<file path="src/design/wcr_pkg.sv">
// ----------------------------------------------------------------------------
// wcr_pkg
// Shared constants and Q16.16 fixed-point helpers for the wave corrector
// right-hand-side pipeline.
// ----------------------------------------------------------------------------
package wcr_pkg;

   // Number of register stages from input capture to the output register
   localparam int WCR_DEPTH = 13;

   localparam logic signed [31:0] FX_ONE  = 32'sd65536;
   localparam logic signed [31:0] FX_ZERO = 32'sd0;
   localparam logic signed [31:0] FX_MAX  = 32'sh7fffffff;
   localparam logic signed [31:0] FX_MIN  = 32'sh80000000;

   localparam logic signed [63:0] LIM_HI = 64'sd2147483647;
   localparam logic signed [63:0] LIM_LO = -64'sd2147483648;

   // Control register indexes
   localparam logic [1:0] CSR_NONLINEAR_ENABLE = 2'd0;
   localparam logic [1:0] CSR_SOUND_SPEED_SQ   = 2'd1;
   localparam logic [1:0] CSR_K_COEF           = 2'd2;
   localparam logic [1:0] CSR_JACOBIAN         = 2'd3;

   localparam logic [30:0] C2_RESET = 31'd65536;
   localparam logic [31:0] K_RESET  = 32'd0;
   localparam logic [31:0] J_RESET  = 32'd65536;

   function automatic logic signed [31:0] fx_sat33(input logic signed [32:0] v);
      logic signed [31:0] res;
      if (v[32] != v[31]) begin
         res = v[32] ? FX_MIN : FX_MAX;
      end else begin
         res = $signed(v[31:0]);
      end
      return res;
   endfunction

   function automatic logic signed [31:0] fx_add(input logic signed [31:0] a,
                                                 input logic signed [31:0] b);
      logic signed [32:0] s;
      s = 33'(a) + 33'(b);
      return fx_sat33(s);
   endfunction

   function automatic logic signed [31:0] fx_sub(input logic signed [31:0] a,
                                                 input logic signed [31:0] b);
      logic signed [32:0] s;
      s = 33'(a) - 33'(b);
      return fx_sat33(s);
   endfunction

   // Round half up (add 2^15, floor shift by 16), then clamp to 32 bits
   function automatic logic signed [31:0] fx_round(input logic signed [63:0] prod);
      logic signed [63:0] sh;
      logic signed [31:0] res;
      sh = (prod + 64'sd32768) >>> 16;
      if (sh > LIM_HI) begin
         res = FX_MAX;
      end else if (sh < LIM_LO) begin
         res = FX_MIN;
      end else begin
         res = $signed(sh[31:0]);
      end
      return res;
   endfunction

endpackage

</file>
<file path="src/design/wcr_pipe_ctrl.sv">
// ----------------------------------------------------------------------------
// wcr_pipe_ctrl
// Valid bits and per-stage advance enables for the datapath. A stage loads
// when it is empty or when the stage after it moves, so bubbles collapse.
// ----------------------------------------------------------------------------
module wcr_pipe_ctrl (
   input  logic                      clock,
   input  logic                      reset,
   input  logic                      req_tvalid,
   output logic                      req_tready,
   output logic                      rsp_tvalid,
   input  logic                      rsp_tready,
   output logic [wcr_pkg::WCR_DEPTH:1] stage_en
);
   import wcr_pkg::*;

   logic [WCR_DEPTH:1] valid_ff;
   logic [WCR_DEPTH:1] valid_in;
   logic [WCR_DEPTH:1] valid_prev;

   assign valid_prev = {valid_ff[WCR_DEPTH-1:1], req_tvalid};

   genvar gi;
   generate
      for (gi = 1; gi <= WCR_DEPTH; gi++) begin : g_stage
         // moves when the output drains or a bubble sits at or after this stage
         assign stage_en[gi] = rsp_tready | ~(&valid_ff[WCR_DEPTH:gi]);
         assign valid_in[gi] = stage_en[gi] ? valid_prev[gi] : valid_ff[gi];
      end
   endgenerate

   always_ff @(posedge clock) begin
      if (reset) begin
         valid_ff <= '0;
      end else begin
         valid_ff <= valid_in;
      end
   end

   assign req_tready = stage_en[1];
   assign rsp_tvalid = valid_ff[WCR_DEPTH];

endmodule

</file>
<file path="config.mk">
export PLATFORM = sky130hd
export DESIGN_NAME = wcr_pipe_ctrl
export DESIGN_NICKNAME = d
export VERILOG_FILES = /design/src/design/wcr_pkg.sv /design/src/design/wcr_pipe_ctrl.sv
export SDC_FILE = /design/constraint.sdc
export NUM_CORES = 1
export LEC_CHECK = 0
export ABC_AREA = 1
export BUFFER_PORTS_ARGS = -buffer_cell sky130_fd_sc_hd__buf_4
export CORE_AREA = 2 2 41 43
export DETAILED_ROUTE_END_ITERATION = 8
export DIE_AREA = 0 0 43 45
export MAX_ROUTING_LAYER = met4
export PLACE_DENSITY = 0.74
export SETUP_SLACK_MARGIN = 0.5
export SYNTH_ARGS = -nofsm -noshare
export SYNTH_HDL_FRONTEND = slang
export SYNTH_SLANG_ARGS = --single-unit
export TNS_END_PERCENT = 10
</file>
<file path="constraint.sdc">
create_clock -name clock -period 1.4 [get_ports clock]
set_clock_uncertainty 0.2 [all_clocks]
set_input_delay 0 -clock clock [delete_from_list [all_inputs] [get_ports clock]]
set_output_delay 0 -clock clock [all_outputs]
set_load 0.02 [all_outputs]
</file>
==> results.yml, run 1 <==
finish:
  final_cell_count_no_fill: 112
  regMostFlops: "valid_ff"
  nNetsFinal: 101
  finish.instance_area_um2: 1010
  syn_to_final_growth_pct: 58.3
  top_regs: "valid_ff: 13 flops"
  diodes: 0
  utilization_pct: 68.4
  drive_gt1_share_pct: 67.7
  largest_reg_flops: 13
yosys:
  synthAdderAreaFrac_pct: 0
  synth-seq-cells: 13
  synth_top_family_by_area: "simple AND/OR/NAND/NOR gates"
  synth_fp_nets: 73
  ys_types: 14
  synthMuxAreaShare_pct: 0
  synth_area_um2: 636
  synth_top_area_share_pct: 40.9
  synth_compound_area_share_pct: 14.8
  postSynthAreaPerCell_um2: 9.21
  netlist_instances: 69
  synth_top_area_cell: "dfxtp_1"
  synth_simple_gate_area_share_pct: 32.3
  synth_area_leaders: "dfxtp_1 41%, a21oi_2 12%, nand4_2 12%, inv_1 8.3%, nand2_2 6.9%"
  synth_xor_area_share_pct: 0
  synth_warnings: 0
  seq_area_frac_synth_pct: 40.9
clock_tree:
  htreeDepth: 1
  hold_buffers: 2
  clkTransAtPathRegs_ns: 0.08
  cts_buffers: 3
  cts.sinks: 13
  clk_latency_ns: 0.27
  clk_path_buf_depth: 2
  cts_tree: "built"
  root_buffer: "clkbuf_4"
floorplanning:
  num_rows: 14
  die_area_um2: 1940
  dieWidth_um: 43
  io_pins: 19
  core_um2: 1470
  initial_core_util_pct: 43.2
  die_h_um: 45
pwr:
  ir_worst_vdd_uv: 515
  power.leakage_nw: 0.501
  p_total_w: 0.000636
  p_per_area_nw_per_um2: 632
grt:
  overflow: 0
  grt_pass1_vias: 475
  grt_max_degree: 14
  grtUsageTotal_pct: 13.9
  grt_pass1_wl_mm: 1.99
  antenna_found_initial: 0
sta:
  fin_crit_ns: 1.43
  hold_ws_ns: -0.104
  finalHoldViolCount: 11
  rsz0062_at_grt: "true"
  slew-limit-headroom_pct: 85.3
  setup_slack_ns: -0.0276
  report.final.slew_viol_count: 0
  max_freq_mhz: 700
  setup-violations-final: 6
  fin_crit_sh_pct: 102
  worst_pin_slew_ns: 0.220
setup_path:
  r2r_cells: 5
  path_class: "flop to output port"
  cp_slowest_stage_delay_ns: 0.38
  crit_family: "simple AND/OR/NAND/NOR gates"
  critical_path.cell_chain: "nand2_4 -> nor2_8 -> nand4_4 -> buf_6"
  cp_num_cells: 4
  crit_path_end: "req_tready"
  end_kind: "output port"
  cp_max_fo: 7
  r2r_end: "valid_ff[1]"
  critPathSlowestCell: "dfxtp_4"
  cp-start-kind: "flop"
  arrival_ns: 1.23
  r2r_setup_slack_ns: 0.08
  critical_path.startpoint: "valid_ff[11]"
  rr_startpoint: "valid_ff[11]"
  crit_buf_inv: 1
  critPathRequiredTime_ns: 1.20
place:
  place.port_buffers: 18
  dpl.hpwl_um: 860
  dp_cells: 102
  dpl-instance-area_um2: 856
  post-place-ws_ns: 0.131
  place.gp.congestion: 0.684
job:
  drv_cap: 0
drt:
  wl_mm: 1.16
  drt_pass1_iterations: 2
  drcViolationCount: 0
  post_drt_via_cell_ratio: 4.59
  drt-initial-drc-count: 5
  drt-wirelength-per-cell_um: 10.4
  via_count: 514
  final_antenna_net_count: 0
hold_path:
  worstHoldPathCells: 4
  hold_class: "input port to flop"
status:
  status: "complete, but fails checks"
  failed_checks: "hold timing, setup timing"
==> kinds of logic (layout without fill, tap and decap cells) <==
group / count (synthesis) / in the layout
simple gates: 25 / 25
flops: 13 / 13
buf+inv: 19 / 46
compound gates: 12 / 12
==> how the worst min path moves through the flow <==
stage               start            to  slack [ns]
6_report       rsp_tready  valid_ff[12]       -0.10
5_1_grt        rsp_tready  valid_ff[12]       -0.08
4_1_cts        rsp_tready  valid_ff[12]       -0.10
3_5_place_dp   req_tvalid   valid_ff[1]        0.06
3_3_place_gp   req_tvalid   valid_ff[1]        0.06
2_1_floorplan       reset  valid_ff[13]       -0.14
==> worst register-to-register path, stage by stage (launching register included) <==
cell	delay, ns
dfxtp_4	0.38
nand2_4	0.07
nor2_8	0.22
nand4_4	0.13
buf_4	0.16
a21oi_2	0.10
==> stage by stage <==
step / TNS [ns] / hold WS [ns]
finish: -0.130 / -0.104
global route: -0.800 / -0.0813
CTS: -0.254 / -0.104
detailed placement: 0 / 0.0624
global placement: 0 / 0.0554
floorplan: 0 / -0.141
==> Yosys cell counts (all sizes together) <==
cell type	count
a21oi	12
buf	2
dfxtp	13
inv	17
nand2	11
nand3	1
nand4	6
nor2	7
==> power by group <==
part           internal (W)  switching [W]  total [W]  leakage [nW]
combinational     0.0000137      0.0000180  0.0000317         0.377
sequential         0.000368     0.00000246   0.000371         0.109
clock              0.000110       0.000123   0.000233        0.0150
total              0.000492       0.000144   0.000636         0.501
==> metal layers <==
layer	track usage (%)	vias to the layer above	routed length, µm
met3	2.40	2	62
met2	24.2	15	548
li1	-	271	-
met4	3.64	0	5
met1	16.9	226	543
met5	-	-	0
==> layout by cell type, fill, tap and decap left out <==
master | Yosys | final
inv_1 | 14 | 14
buf_4 | 1 | 12
buf_6 | 0 | 11
a21oi_2 | 9 | 10
nand2_2 | 7 | 7
dfxtp_1 | 13 | 7
nand4_4 | 0 | 6
clkbuf_4 | 0 | 3
dfxtp_2 | 0 | 3
dfxtp_4 | 0 | 3
inv_2 | 3 | 2
nor2_8 | 2 | 2
nand2_1 | 4 | 2
nor2_2 | 0 | 2
a21oi_1 | 3 | 2
nor2_1 | 4 | 2
dlygate4sd3_1 | 0 | 2
nand2_8 | 0 | 1
nand3_1 | 1 | 1
nand2_4 | 0 | 1
nor2_4 | 1 | 1
inv_4 | 0 | 1
clkbuf_1 | 0 | 1
==> area by class of cell <==
class / count / area, µm²
clock buffers: 4 / 26.3
fillers: 120 / 465
multi-input cells: 37 / 384
repair buffers: 25 / 234
flip-flops and latches: 13 / 275
inverters: 17 / 66.3
well taps: 16 / 20.0
==> what timing repair did <==
item / 4_1_cts / 5_1_grt
endpoints found under the setup margin: 27 / 28
buffers inserted: 3 / 1
hold endpoints to repair: 13 / 8
pin swaps: 8 / 5
gates resized for setup: 22 / 3
cloned: 0 / 0
No activity file was read; power rests on OpenSTA's default activity.
==> run 2: changes to the inputs <==
==> constraint.sdc (replaced) <==
create_clock -name clock -period 1.4 [get_ports clock]
set_clock_uncertainty 0.2 [all_clocks]
set_input_delay 0.28 -clock clock [delete_from_list [all_inputs] [get_ports clock]]
set_output_delay 0.28 -clock clock [all_outputs]
set_load 0.02 [all_outputs]
==> run 2 against run 1 <==
  * The flow finishes with violations (setup timing)
  * Worst setup slack got worse by 0.28 ns
  * Combinational power shrank 12%
  * Global-route usage increased by 4.3 points
  * Utilization rose by 2.8 points
  * First-iteration DRC count fell by 40%
  * Critical path depth stayed put
  * Die area stayed put
  * Non-clock buffer count grew 13
  * Power fell by 1.2%
  * Hold slack improved by 0.16 ns
  * Sequential share of layout area fell by 1.2 points
  * Register-to-register slack lost 0.17 ns
  * Critical path type unchanged
  * Highest routed layer unchanged
==> results.yml, run 2 (synthesized netlist as in run 1, its figures left out) <==
setup_path:
  crit_buf_inv: 1
  crit_family: "simple AND/OR/NAND/NOR gates"
  path_class: "flop to output port"
  critPathRequiredTime_ns: 0.92
  cp-start-kind: "flop"
  end_kind: "output port"
  arrival_ns: 1.23
  critical_path.cell_chain: "nand2_2 -> nor2_8 -> nand4_2 -> buf_4"
  critPathSlowestCell: "dfxtp_1"
  cp_slowest_stage_delay_ns: 0.37
  cp_max_fo: 5
drt:
  post_drt_via_cell_ratio: 4.78
  drt-initial-drc-count: 3
  drt_pass1_iterations: 2
  drcViolationCount: 0
  final_antenna_net_count: 0
  drt-wirelength-per-cell_um: 11.7
  via_count: 597
  wl_mm: 1.46
finish:
  drive_gt1_share_pct: 71.6
  syn_to_final_growth_pct: 64.8
  nNetsFinal: 114
  diodes: 0
  final_cell_count_no_fill: 125
  regMostFlops: "valid_ff"
  final_cell_mix: "28 x buf_4, 14 x inv_1, 10 x buf_6, 9 x nand2_2, 9 x a21oi_2"
  utilization_pct: 71.2
  final_common_cell: "buf_4"
  largest_reg_flops: 13
  finish.instance_area_um2: 1050
  top_regs: "valid_ff: 13 flops"
sta:
  report.final.slew_viol_count: 0
  fin_crit_ns: 1.71
  fin_crit_sh_pct: 122
  finalHoldViolCount: 0
  rsz0062_at_grt: "true"
  max_freq_mhz: 584
  setup-violations-final: 15
  setup_slack_ns: -0.312
  worst_pin_slew_ns: 0.199
  slew-limit-headroom_pct: 86.7
  hold_ws_ns: 0.0564
pwr:
  combPwrFrac_pct: 4.4
  switching_share_pct: 22.1
  p_per_area_nw_per_um2: 600
  ir_worst_vdd_uv: 524
  power.leakage_nw: 0.517
  p_int_w: 0.000489
  power.switching_w: 0.000139
  p_seq_share_pct: 59.1
  power.share.clock_pct: 36.5
grt:
  busiest_layer: "met2"
  grt_pass1_vias: 591
  grt_use_met1_pct: 19.8
  grt.met2_usage_pct: 31.2
  grtUsageTotal_pct: 18.3
  overflow: 0
  grt_max_degree: 14
  grt_pass1_wl_mm: 2.46
  antenna_found_initial: 0
  grtUsageMet3_pct: 2.40
floorplanning:
  dieWidth_um: 43
  die_area_um2: 1940
  num_rows: 14
  core_um2: 1470
  initial_core_util_pct: 43.2
  io_pins: 19
  die_h_um: 45
clock_tree:
  cts.sinks: 13
  clkTransAtPathRegs_ns: 0.08
  htreeDepth: 1
  clk_path_buf_depth: 2
  cts_tree: "built"
  clk_latency_ns: 0.28
  cts_buffers: 3
  root_buffer: "clkbuf_4"
place:
  dpl.hpwl_mm: 1.05
  dpl-instance-area_um2: 910
  place.port_buffers: 18
  dp_cells: 115
  place.gp.congestion: 0.779
job:
  drv_cap: 0
hold_path:
  hold_class: "input port to flop"
status:
  status: "complete, but fails checks"
  failed_checks: "setup timing"
run 2: changes by cell type in the layout (fill, tap and decap cells not counted), moves of 2 or more:
cell           change
dlygate4sd3_1      -2
nand4_2            +4
nand2_2            +2
nand4_4            -4
buf_4             +16
run 2: final cells by class:
class,instances,area (µm²)
inverter,17,63.8
timing repair buffer,38,323
fill,119,424
clock buffer,4,26.3
sequential,13,274
tap,16,20.0
multi-input combinational,37,340
run 2: layer usage:
layer  wire [µm]  up-vias
met5           0        -
met4          36        0
met3          79        5
met2         772       19
met1         567      277
li1            -      296
run 2: worst register-to-register path, delay by kind of cell, from the launching register on:
kind,cells,cell delay [ns]
AO/OA/AOI/OAI,1,0.09
AND/OR/NAND/NOR,3,0.39
flip-flops,1,0.38
buffers and inverters,3,0.37
run 2: metrics by stage:
stage / setup WS (ns) / TNS, ns / total power [W]
6_report: -0.312 / -3.58 / 0.000628
5_1_grt: -0.358 / -4.49 / 0.000661
4_1_cts: -0.309 / -3.69 / 0.000635
3_5_place_dp: -0.145 / -1.36 / 0.000411
3_3_place_gp: -0.130 / -1.19 / 0.000410
2_1_floorplan: -0.0854 / -0.274 / 0.000400
run 2: power groups by stage:
stage | Sequential (W) | Clock [W] | Combinational, W
finish | 0.000371 | 0.000229 | 0.0000279
global route | 0.000372 | 0.000259 | 0.0000304
CTS | 0.000373 | 0.000235 | 0.0000278
detailed placement | 0.000383 | 0 | 0.0000274
global placement | 0.000383 | 0 | 0.0000273
floorplan | 0.000383 | 0 | 0.0000169
run 2: timing repair:
| action | CTS | global route |
|---|---|---|
| resized for setup | 17 | 4 |
| hold endpoints to repair | 0 | 0 |
| buffers inserted | 5 | 1 |
| hold buffers | 0 | 0 |
| pin swaps | 9 | 6 |
| setup endpoints to repair | 28 | 28 |
run 2: worst paths after layout:
kind / startpoint / end / slack, ns / depth (start not counted)
setup / recovery: valid_ff[6] / stage_en[2] / -0.31 / 4
setup reg to reg: valid_ff[12] / valid_ff[8] / -0.09 / 7
hold reg to reg: valid_ff[1] / valid_ff[2] / 0.27 / 2
hold / removal: req_tvalid / valid_ff[1] / 0.06 / 3
==> run 3: changes to the inputs <==
--- a/config.mk
+++ b/config.mk
@@ -5,13 +5,12 @@
 export SDC_FILE = /design/constraint.sdc
 export NUM_CORES = 1
 export LEC_CHECK = 0
-export ABC_AREA = 1
 export BUFFER_PORTS_ARGS = -buffer_cell sky130_fd_sc_hd__buf_4
-export CORE_AREA = 2 2 41 43
+export CORE_AREA = 2 2 39 41
 export DETAILED_ROUTE_END_ITERATION = 8
-export DIE_AREA = 0 0 43 45
+export DIE_AREA = 0 0 41 43
 export MAX_ROUTING_LAYER = met4
-export PLACE_DENSITY = 0.74
+export PLACE_DENSITY = 0.76
 export SETUP_SLACK_MARGIN = 0.5
 export SYNTH_ARGS = -nofsm -noshare
 export SYNTH_HDL_FRONTEND = slang
==> run 3 against run 2 <==
  * The flow still finishes with violations (setup timing)
  * Clock power rose by 3%
  * Final area fell by 4.8%
  * Global-route usage fell by 1.4 points
  * Sequential power rose by 1%
  * Sequential cell count did not move
  * Die area fell by 8.9%
  * Critical path type unchanged
==> results.yml, run 3 <==
status:
  status: "complete, but fails checks"
  failed_checks: "setup timing"
setup_path:
  rr_startpoint: "valid_ff[10]"
  cp_max_fo: 7
  end_kind: "output port"
  crit_buf_inv: 2
  cp_slowest_stage_delay_ns: 0.34
  r2r_cells: 5
  r2r_end: "valid_ff[1]"
  crit_family: "simple AND/OR/NAND/NOR gates"
  critPathSlowestCell: "dfxtp_2"
  arrival_ns: 1.39
  r2r_setup_slack_ns: -0.11
  path_class: "flop to output port"
  critical_path.cell_chain: "and4_1 -> and4_4 -> buf_12 -> nand4_1 -> buf_4"
  cp-start-kind: "flop"
  critPathRequiredTime_ns: 0.92
clock_tree:
  cts_buffers: 3
  htreeDepth: 1
  cts_tree: "built"
  cts.sinks: 13
  clk_latency_ns: 0.28
  hold_buffers: 0
  root_buffer: "clkbuf_4"
  clkTransAtPathRegs_ns: 0.08
  clk_path_buf_depth: 2
sta:
  max_freq_mhz: 533
  setup_tns_ns: -5.30
  report.final.slew_viol_count: 0
  setup_slack_ns: -0.475
  fin_crit_ns: 1.87
  finalHoldViolCount: 0
  fin_crit_sh_pct: 134
  setup-violations-final: 18
  worst_pin_slew_ns: 0.217
  slew-limit-headroom_pct: 85.5
  rsz0062_at_grt: "true"
grt:
  grtUsageTotal_pct: 16.9
  antenna_found_initial: 0
  grt_max_degree: 19
  overflow: 0
  grt_pass1_wl_mm: 2.03
  grt_pass1_vias: 496
hold_path:
  holdPathEnd: "valid_ff[1]"
  min_from: "req_tvalid"
  worstHoldPathCells: 3
  hold_class: "input port to flop"
drt:
  drcViolationCount: 0
  drt_pass1_iterations: 4
  post_drt_via_cell_ratio: 4.99
  wl_mm: 1.29
  final_antenna_net_count: 0
  drt-initial-drc-count: 9
  via_count: 584
  drt-wirelength-per-cell_um: 11.1
yosys:
  synth-seq-cells: 13
  ys_types: 22
  yosys.cell_count.top_type: "dfxtp_1"
  seq_area_frac_synth_pct: 45.2
  synth_area_leaders: "dfxtp_1 45%, inv_1 5.9%, a21oi_1 5.2%, nand3_1 5.2%, o41ai_4 4.8%"
  synth_warnings: 0
  synth_top_area_cell: "dfxtp_1"
  synth_top_area_share_pct: 45.2
  synth_fp_nets: 72
  synthArstFlopShare_pct: 0
  postSynthAreaPerCell_um2: 8.46
  synth_common_cells: "13 x dfxtp_1, 9 x inv_1, 6 x a21oi_1, 6 x nand2_1, 6 x nand3_1"
  synth_area_um2: 576
  netlist_instances: 68
  synth-edff-count: 0
  synthFlopType: "dfxtp_1"
finish:
  largest_reg_flops: 13
  finish.instance_area_um2: 997
  nNetsFinal: 106
  regMostFlops: "valid_ff"
  seq_area_um2: 269
  diodes: 0
  fillers: 91
  final_common_cell: "buf_4"
  syn_to_final_growth_pct: 73.3
  top_regs: "valid_ff: 13 flops"
  drive_gt1_share_pct: 59.4
  multi_input_area_um2: 312
  final_cell_mix: "20 x buf_4, 14 x buf_6, 8 x inv_1, 8 x dfxtp_1, 6 x nand2_1"
job:
  drv_cap: 0
place:
  place.gp.congestion: 0.819
  place.port_buffers: 18
  post-place-ws_ns: -0.237
  dpl.hpwl_um: 893
  dpl-instance-area_um2: 836
floorplanning:
  io_pins: 19
  dieWidth_um: 41
  die_h_um: 43
  core_um2: 1380
  num_rows: 14
  die_area_um2: 1760
  initial_core_util_pct: 41.6
pwr:
  ir_worst_vdd_uv: 440
  power.leakage_nw: 0.402
  p_per_area_nw_per_um2: 644
run 3: worst max path at each step:
stage | start | end | cells after the start
finish | valid_ff[10] | stage_en[2] | 5
global route | valid_ff[10] | stage_en[2] | 5
CTS | valid_ff[9] | stage_en[3] | 5
detailed placement | rsp_tready | stage_en[3] | 6
global placement | rsp_tready | stage_en[2] | 6
floorplan | valid_ff[13] | stage_en[1] | 6
run 3: routing by layer:
layer  global-route usage [%]  up-vias  part of all wire (%)
li1                         -      293                     -
met1                     23.4      274                    48
met2                     24.1       17                    49
met3                     1.57        0                   3.2
met4                     8.00        0                     0
met5                        -        -                     0
run 3: kinds of logic (layout without fill, tap and decap cells):
family	after synthesis	after routing	synth area share, %
AO/OA/AOI/OAI	12	12	16.3
buffers and inverters	16	49	13.7
flip-flops	13	13	45.2
AND/OR/NAND/NOR	27	27	24.8
run 3: final cells by class:
class / count / area share [%]
timing repair buffer: 35 / 32.9
clock buffer: 4 / 2.63
inverter: 10 / 4.27
tap: 16 / 2.01
multi-input combinational: 39 / 31.2
sequential: 13 / 27.0
run 3: worst min-delay path, stage by stage:
cell and delay, ns:
buf_4 0.07, nand2b_1 0.08, o41ai_4 0.05
run 3: where the power goes:
group	total, W	internal [W]	switching [W]
Sequential	0.000375	0.000372	0.00000272
Clock	0.000236	0.000110	0.000126
Combinational	0.0000315	0.0000156	0.0000159
Total	0.000642	0.000498	0.000144
run 3: repair_timing:
action                     CTS  global route
setup endpoints to repair   28            28
resized for setup           27             6
hold endpoints to repair     0             0
pin swaps                    5             4
buffers inserted             0             2
run 3: metrics by stage:
| step | hold WS, ns | total power, W | util, % | cells |
|---|---|---|---|---|
| after floorplan | 0.221 | 0.000400 | - | 68 |
| after detailed placement | 0.239 | 0.000411 | 60.4 | 111 |
| after CTS | 0.0389 | 0.000641 | 69.5 | 115 |
| final | 0.0384 | 0.000642 | 72.1 | 117 |
| after global routing | 0.0398 | 0.000663 | 72.1 | 117 |
| after global placement | 0.232 | 0.000410 | 60.4 | 111 |
